$ cat src/rtl/array_linked_list_engine_top_assert.svh
// Assertion macros used by the linked list engine slot table.
`ifndef ARRAY_LINKED_LIST_ENGINE_TOP_ASSERT_SVH
`define ARRAY_LINKED_LIST_ENGINE_TOP_ASSERT_SVH

// Same-cycle implication, sampled on clk, off during rst.
`define ALLE_ASSERT_IMP(lbl, ante, cons, msg) \
  lbl: assert property (@(posedge clk) disable iff (rst) (ante) |-> (cons)) \
    else $error(msg);

// Next-cycle implication, sampled on clk, off during rst.
`define ALLE_ASSERT_NXT(lbl, ante, cons, msg) \
  lbl: assert property (@(posedge clk) disable iff (rst) (ante) |=> (cons)) \
    else $error(msg);

`endif

$ cat src/rtl/alle_pkg.sv
// Package: command, status and word types of the linked list engine.
`timescale 1ns / 1ps
package alle_pkg;

  typedef enum logic [1:0] {
    CMD_INS_AFTER = 2'd0,
    CMD_INS_HEAD  = 2'd1,
    CMD_INS_TAIL  = 2'd2,
    CMD_DELETE    = 2'd3
  } cmd_t;

  typedef enum logic [1:0] {
    ST_DONE    = 2'd0,
    ST_REFUSED = 2'd1,
    ST_FULL    = 2'd2
  } status_t;

  // Command word: one list operation
  typedef struct packed {
    cmd_t               cmd;
    logic [3:0]         slot_index;
    logic signed [31:0] item_value;
  } cmd_word_t;

  // Result word: outcome and list summary after the operation
  typedef struct packed {
    status_t    status;
    logic [3:0] new_slot;
    logic [3:0] head_slot;
    logic [3:0] tail_slot;
    logic [3:0] used_count;
  } res_word_t;

endpackage

$ cat src/rtl/alle_table.sv
// Slot table: link arrays, free chain and single-pass command update.
`timescale 1ns / 1ps
`include "array_linked_list_engine_top_assert.svh"
module alle_table
  import alle_pkg::*;
#(
  parameter int SLOTS = 16
) (
  input  logic      clk,
  input  logic      rst,
  input  cmd_word_t word,
  input  logic      commit,
  output res_word_t res
);

  localparam int PW = $clog2(SLOTS);
  typedef logic [PW-1:0] ptr_t;

  // Link state, flops so reset rebuilds the free chain at once
  ptr_t             nxt [SLOTS];
  ptr_t             prv [SLOTS];
  logic [SLOTS-1:0] used;
  ptr_t             free_head;
  ptr_t             item_count;

  // Stored values, never read back into a result
  logic [31:0]      val_mem [SLOTS];

  ptr_t             nxt_next [SLOTS];
  ptr_t             prv_next [SLOTS];
  logic [SLOTS-1:0] used_next;
  ptr_t             free_head_next;
  ptr_t             item_count_next;
  logic             wr_val;

  logic    idx_ok;
  ptr_t    idx_p;
  logic    anchor_ok;
  ptr_t    anchor;
  logic    anchor_live;
  logic    del_ok;
  status_t status;
  ptr_t    taken;

  // Decode the slot operand and the insert anchor
  assign idx_ok = 32'(word.slot_index) < SLOTS;
  assign idx_p  = PW'(word.slot_index);

  always_comb begin
    unique case (word.cmd)
      CMD_INS_AFTER: begin
        anchor_ok = idx_ok;
        anchor    = idx_p;
      end
      CMD_INS_HEAD: begin
        anchor_ok = 1'b1;
        anchor    = '0;
      end
      CMD_INS_TAIL: begin
        anchor_ok = 1'b1;
        anchor    = prv[0];
      end
      CMD_DELETE: begin
        anchor_ok = idx_ok;
        anchor    = idx_p;
      end
    endcase
  end

  assign anchor_live = anchor_ok && (anchor == '0 || used[anchor]);
  assign del_ok      = idx_ok && idx_p != '0 && used[idx_p];

  // Next link state and status; later writes win as in program order
  always_comb begin
    ptr_t p_s;
    ptr_t n_s;
    ptr_t after_s;
    nxt_next        = nxt;
    prv_next        = prv;
    used_next       = used;
    free_head_next  = free_head;
    item_count_next = item_count;
    status          = ST_DONE;
    taken           = '0;
    wr_val          = 1'b0;
    p_s             = prv[idx_p];
    n_s             = nxt[idx_p];
    after_s         = nxt[anchor];
    if (word.cmd == CMD_DELETE) begin
      if (!del_ok) begin
        status = ST_REFUSED;
      end else begin
        nxt_next[p_s]    = n_s;
        prv_next[n_s]    = p_s;
        used_next[idx_p] = 1'b0;
        nxt_next[idx_p]  = free_head;
        prv_next[idx_p]  = '0;
        free_head_next   = idx_p;
        item_count_next  = item_count - PW'(1);
      end
    end else if (!anchor_live) begin
      status = ST_REFUSED;
    end else if (free_head == '0) begin
      status = ST_FULL;
    end else begin
      free_head_next       = nxt[free_head];
      used_next[free_head] = 1'b1;
      nxt_next[anchor]     = free_head;
      prv_next[free_head]  = anchor;
      nxt_next[free_head]  = after_s;
      prv_next[after_s]    = free_head;
      item_count_next      = item_count + PW'(1);
      taken                = free_head;
      wr_val               = 1'b1;
    end
  end

  // Result word reflects the state after the command
  assign res.status     = status;
  assign res.new_slot   = 4'(taken);
  assign res.head_slot  = 4'(nxt_next[0]);
  assign res.tail_slot  = 4'(prv_next[0]);
  assign res.used_count = 4'(item_count_next);

  // Link state registers
  always_ff @(posedge clk) begin
    if (rst) begin
      for (int i = 0; i < SLOTS; i++) begin
        nxt[i] <= (i == 0 || i + 1 >= SLOTS) ? '0 : PW'(i + 1);
        prv[i] <= (i == 0) ? '0 : PW'(i - 1);
      end
      used       <= '0;
      free_head  <= PW'(1);
      item_count <= '0;
    end else if (commit) begin
      nxt        <= nxt_next;
      prv        <= prv_next;
      used       <= used_next;
      free_head  <= free_head_next;
      item_count <= item_count_next;
    end
  end

  // Value store, written at the slot an insert takes
  always_ff @(posedge clk) begin
    if (commit && wr_val) begin
      val_mem[free_head] <= word.item_value;
    end
  end

  `ALLE_ASSERT_IMP(a_full_count, free_head == '0, item_count == PW'(SLOTS - 1), "free chain empty but table not full")
  `ALLE_ASSERT_NXT(a_insert_count, commit && wr_val, item_count == PW'($past(item_count) + PW'(1)), "insert did not bump count")
  `ALLE_ASSERT_IMP(a_empty_head, 1'b1, (item_count == '0) == (nxt[0] == '0), "head and count disagree on empty list")

endmodule

$ cat config.mk
export PLATFORM = sky130hd
export DESIGN_NAME = alle_table
export DESIGN_NICKNAME = d
export VERILOG_FILES = /design/src/rtl/alle_pkg.sv /design/src/rtl/alle_table.sv
export VERILOG_INCLUDE_DIRS = /design/src /design/src/rtl
export SDC_FILE = /design/constraint.sdc
export NUM_CORES = 1
export LEC_CHECK = 0
export ABC_AREA = 1
export BUFFER_PORTS_ARGS = -buffer_cell sky130_fd_sc_hd__buf_2
export CORE_MARGIN = 2
export CORE_UTILIZATION = 36
export CTS_BUF_LIST = sky130_fd_sc_hd__clkbuf_8
export DETAILED_ROUTE_END_ITERATION = 12
export GPL_TIMING_DRIVEN = 0
export SYNTH_ARGS = -nofsm -noshare
export SYNTH_HDL_FRONTEND = slang
export SYNTH_SLANG_ARGS = --single-unit
$ cat constraint.sdc
create_clock -name clk -period 9.8 [get_ports clk]
set_input_delay 1.96 -clock clk [delete_from_list [all_inputs] [get_ports clk]]
set_output_delay 1.96 -clock clk [all_outputs]
set_load 0.01 [all_outputs]
-- Yosys cells after proc, flatten, opt, wreduce, memory -nomap -nowiden
Index checks and enable logic that the tools add are counted.
- bits in registers: 152
- latch bits: 0
- bits in writable memories: 0
- bits in read-only memories: 0
- output and inout port bits: 18
- memories kept: 0
- add/subtract/negate cells: 2
- multipliers: 0
- div/mod/pow operators: 0
- $lt $le $gt $ge: 17
- equality and inequality tests: 5
- shift operators: 0
- muxes and demuxes: 68
- bitwise logic cells: 11
- reduce and logical (&&, ||, !) cells: 19
- operator list (operator ; count):
    64-bit two-way mux ; 8
    64-bit bitwise mux ; 7
    4-bit two-way mux ; 25
    4-bit demux with 4-bit select ; 6
    64-bit bitwise AND ; 1
    4-bit binary-select mux with 4-bit select ; 4
    16-bit two-way mux ; 4
    64-bit inverter ; 1
    5-bit >= comparator, second input constant ; 6
    5-bit by 1-bit < comparator with 1-bit output, second input constant ; 6
    4-bit inverter with 5-bit output ; 6
    16-bit bitwise AND ; 1
    16-bit inverter ; 1
    16-bit bitwise OR ; 1
    4-bit by 5-bit < comparator with 1-bit output, second input constant ; 3
    4-bit one-hot mux with 3 select lines ; 1
    1-bit logical AND ; 10
    1-bit binary-select mux with 4-bit select ; 2
    1-bit demux with 4-bit select ; 2
    4-bit by 1-bit >= comparator with 1-bit output, second input constant ; 2
    4-bit zero test ; 2
    1-bit two-way mux ; 6
    2-bit two-way mux ; 3
    4-bit by 1-bit adder with 4-bit output, second input constant ; 1
    11 further kinds ; 13

-- Logic depth before layout (Yosys ltp)
- depth in word-level cells: 16
- depth in mapped cells: 22
- depth with buffers taken out: 20

-- Worst setup path after synthesis
OpenSTA, ideal clock, no wires.
- path kind: input to output
- start point: input port word[36] in the netlist's numbering
- end point: output port res[4] in the netlist's numbering
- arrival time: 3951 ps
- required time: 7840 ps
- path slack: 3889 ps
- stages on the path: 17
- buffers on the path: 1
- cell sequence: inv_1 > ha_1 > nand2_1 > o21ai_1 > nand2_1 > inv_1 > nor2_2 > nand3_1 > nand2_2 > nor2_8 > nor2_4 > nand2_1 > nand2_1 > nand3_1 > nand3_1 > nand2_1 > buf_4
- RTL lines (item ; RTL line ; source):
    start: declaration ; alle_table.sv:11 ; input cmd_word_t word,
    end: declaration ; alle_table.sv:13 ; output res_word_t res

==> results.md <==
- Critical Path Start: word[33]
- CP Max Fanout: 10
- Cts hold-fix bufs: 0
- Max-slew violations: 0
- Bufs on Longest Clock Path: 2
- Initial antenna violation count: 6
- Top Ports: just under 60
- Setup CP Type: in2out
- Largest cells by area after synthesis: nand2_1, dfxtp_1, o21ai_0
- Syn Inst Count: 2604
- Gr ovfl total: 0
- Clk Latency, worst-skew pair: 610 ps
- Final Hold Fails: 0
- RR Startpoint: free_head[2]
- Vias per cell: 6.12
- LEAKAGE: 0.00742 µW
- RSZ-0062 raised after global routing: no
- Final hold slack: 473 ps
- Post-synth EDFFs: 0
- Post-CTS Setup Inserts: 0
- Residual DRC: 0
- Starting Density: 0.367
- Flops & latches, synth: ~150
- Hold_sp: used[0]
- TritonCTS Sinks: 152
- Synthesized Nets: 2650
- CTS tree: yes
- Core box area: between 30000 and 40000 µm²
- Die Outline Area: 41100 µm²
- Synth Warn #: 0
- Async SR Flop Fraction: 0
- Max IR drop VDD: 0.0967 mV
- Slew @ Worst Pin: 1240 ps
- Fmax: 127 MHz
- Share of the synthesized area in the top cell type: 0.223
- Clock skew: 30.6 ps
- Die height: 203 µm
- Syn Area/Cell: 5.47 µm²
- Fin crit share: 0.801
- Drt total wl: 89100 µm
- Area delta synth->final: 7.94%
- Worst Path Arrival: 5890 ps
- Port bufs: 22
- Largest net degree at the start of global routing: 17
- Shortest period the worst path allows: around 7900 ps
- Utilization after layout: 0.396
- Final setup violation count: 0
- CTS Buf Count: 17
- Required @ worst endpoint: between 7000 and 8000 ps
- Fin nets: about 2700
- Rows: 72
- Crit. End Element: output pin
- Status: completed
- Number of global-route vias before repair: 17300
- Fraction of layout cells with a size suffix above 1: 0.0752
- Max Cap Viol: 0
- Top cell type by total area after synthesis: nand2_1
- PwrDens: 158 nW/µm²
- Final ANT Viol Nets: 0
- Layout fillers: 4407
- DIE WIDTH: 203 µm
- GRT Resource Usage Total: 0.426
- Mapped cell area: between 10000 and 15000 µm²
- Slew headroom: 0.172
- Sequential share of the synthesized area: 0.214
- Post-synth top flop: dfxtp_1
- Post-CTS Resized: 0
- Worst-path clk slew: 100 ps
- Worst Hold Class: reg2reg
- Netlist cell types: 34
- DPL Wire Length: 66900 µm
- First-pass GRT wire length: 124000 µm
- Total negative slack: 0 ps
- DRT iter0 DRCs: 3201
- GPL Wtd Cong: 1.06
- Pre-antenna DRT Iters: 6
- Clock root buffer: clkbuf_8
- CP startpoint kind: input pin
- Via count: between 15000 and 20000
- H-tree levels: 4
- WL/cell: between 20 and 30 µm
per-stage QoR:
stage	cells	setup slack, ps	cell area [µm²]	power (µW)
global placement	3144	2010	15000	1860
floorplan	2604	3890	14200	1410
global route	3176	1980	15400	2510
finish	3177	1950	15400	2430
detailed placement	3144	2240	15000	1870
CTS	3176	2230	15400	2360
layout make-up:
type	instances	area, µm²	share of cell area
diodes	1	2.50	0.000163
well taps	518	648	0.0422
repair buffers	22	110	0.00717
inverters	247	927	0.0603
multi-input cells	2063	9550	0.622
flip-flops and latches	152	3040	0.198
clock inverters	14	116	0.00757
plain buffers	142	717	0.0467
clock buffers	18	248	0.0161
placed cells by master (no fill, tap or decap), types with 2 or more instances in the layout:
master,synthesis,layout
a21oi_1,88,88
a22oi_1,5,5
buf_1,7,7
buf_2,24,46
buf_4,25,25
buf_6,8,8
clkbuf_1,78,78
clkbuf_8,0,18
clkinv_1,8,8
clkinv_4,0,3
clkinvlp_4,0,3
dfxtp_1,152,152
ha_1,5,5
inv_1,220,221
inv_2,19,19
inv_6,0,6
nand2_1,846,846
nand2_2,22,22
nand2_4,5,5
nand3_1,285,285
nand3_2,13,13
nand3b_1,4,4
nand4_1,11,11
nor2_1,258,256
nor2_2,14,16
nor2_4,10,10
nor2_8,2,2
nor3_1,3,3
o211ai_1,60,60
o21ai_0,322,322
o21ai_1,11,11
o22ai_1,89,89
or2_2,2,2
xnor2_1,2,2
xor2_1,3,3
logic make-up after synthesis:
group	synth area share
and+or+nand+nor	0.441
xor gates and xnor gates	0.00308
AOI/OAI and AO/OA	0.223
adders and majority gates	0.00439
buffers and inverters	0.115
DFF	0.214
where the power goes:
| group | total (µW) | internal, µW | switching (µW) |
|---|---|---|---|
| Sequential | 731 | 686 | 44.7 |
| Combinational | 1200 | 270 | 929 |
| Clock | 502 | 187 | 315 |
path summary, 6_finish.rpt:
kind | endpoint | slack [ps] | cells after the start
worst max register to register | nxt[43] | 5150 | 11
worst max-delay path | res[8] | 1950 | 15
worst min-delay path | used[0] | 470 | 2
worst min register to register | used[0] | 470 | 2
Yosys cell counts, types with 13 or more instances:
master,number
nand3_1,285
nand2_2,22
dfxtp_1,152
o211ai_1,60
inv_2,19
o21ai_0,322
nand2_1,846
nand3_2,13
inv_1,220
o22ai_1,89
nor2_2,14
clkbuf_1,78
nor2_1,258
buf_4,25
a21oi_1,88
buf_2,24
metal layers:
metal | vias up | track usage | wire length [µm]
met4 | 0 | 0.241 | 5510
li1 | 8662 | - | -
met1 | 9009 | 0.558 | 35500
met5 | - | 0 | 0
met3 | 301 | 0.144 | 12500
met2 | 1461 | 0.609 | 35600
worst max-delay path: stages:
cell and delay, ps:
buf_4 150, inv_2 80, nand2_2 390, buf_2 520
o22ai_1 140, o21ai_0 340, nand4_1 200, nand3_1 150
buf_2 320, clkinv_1 470, clkbuf_1 530, nand2_1 250
nand3_1 80, buf_4 140, buf_2 130
state kept, by name (all words and copies together) (netlist names):
register / flops
prv: 64
nxt: 64
item_count: 4
used: 16
free_head: 4
Power figures use the tool's default switching activity.
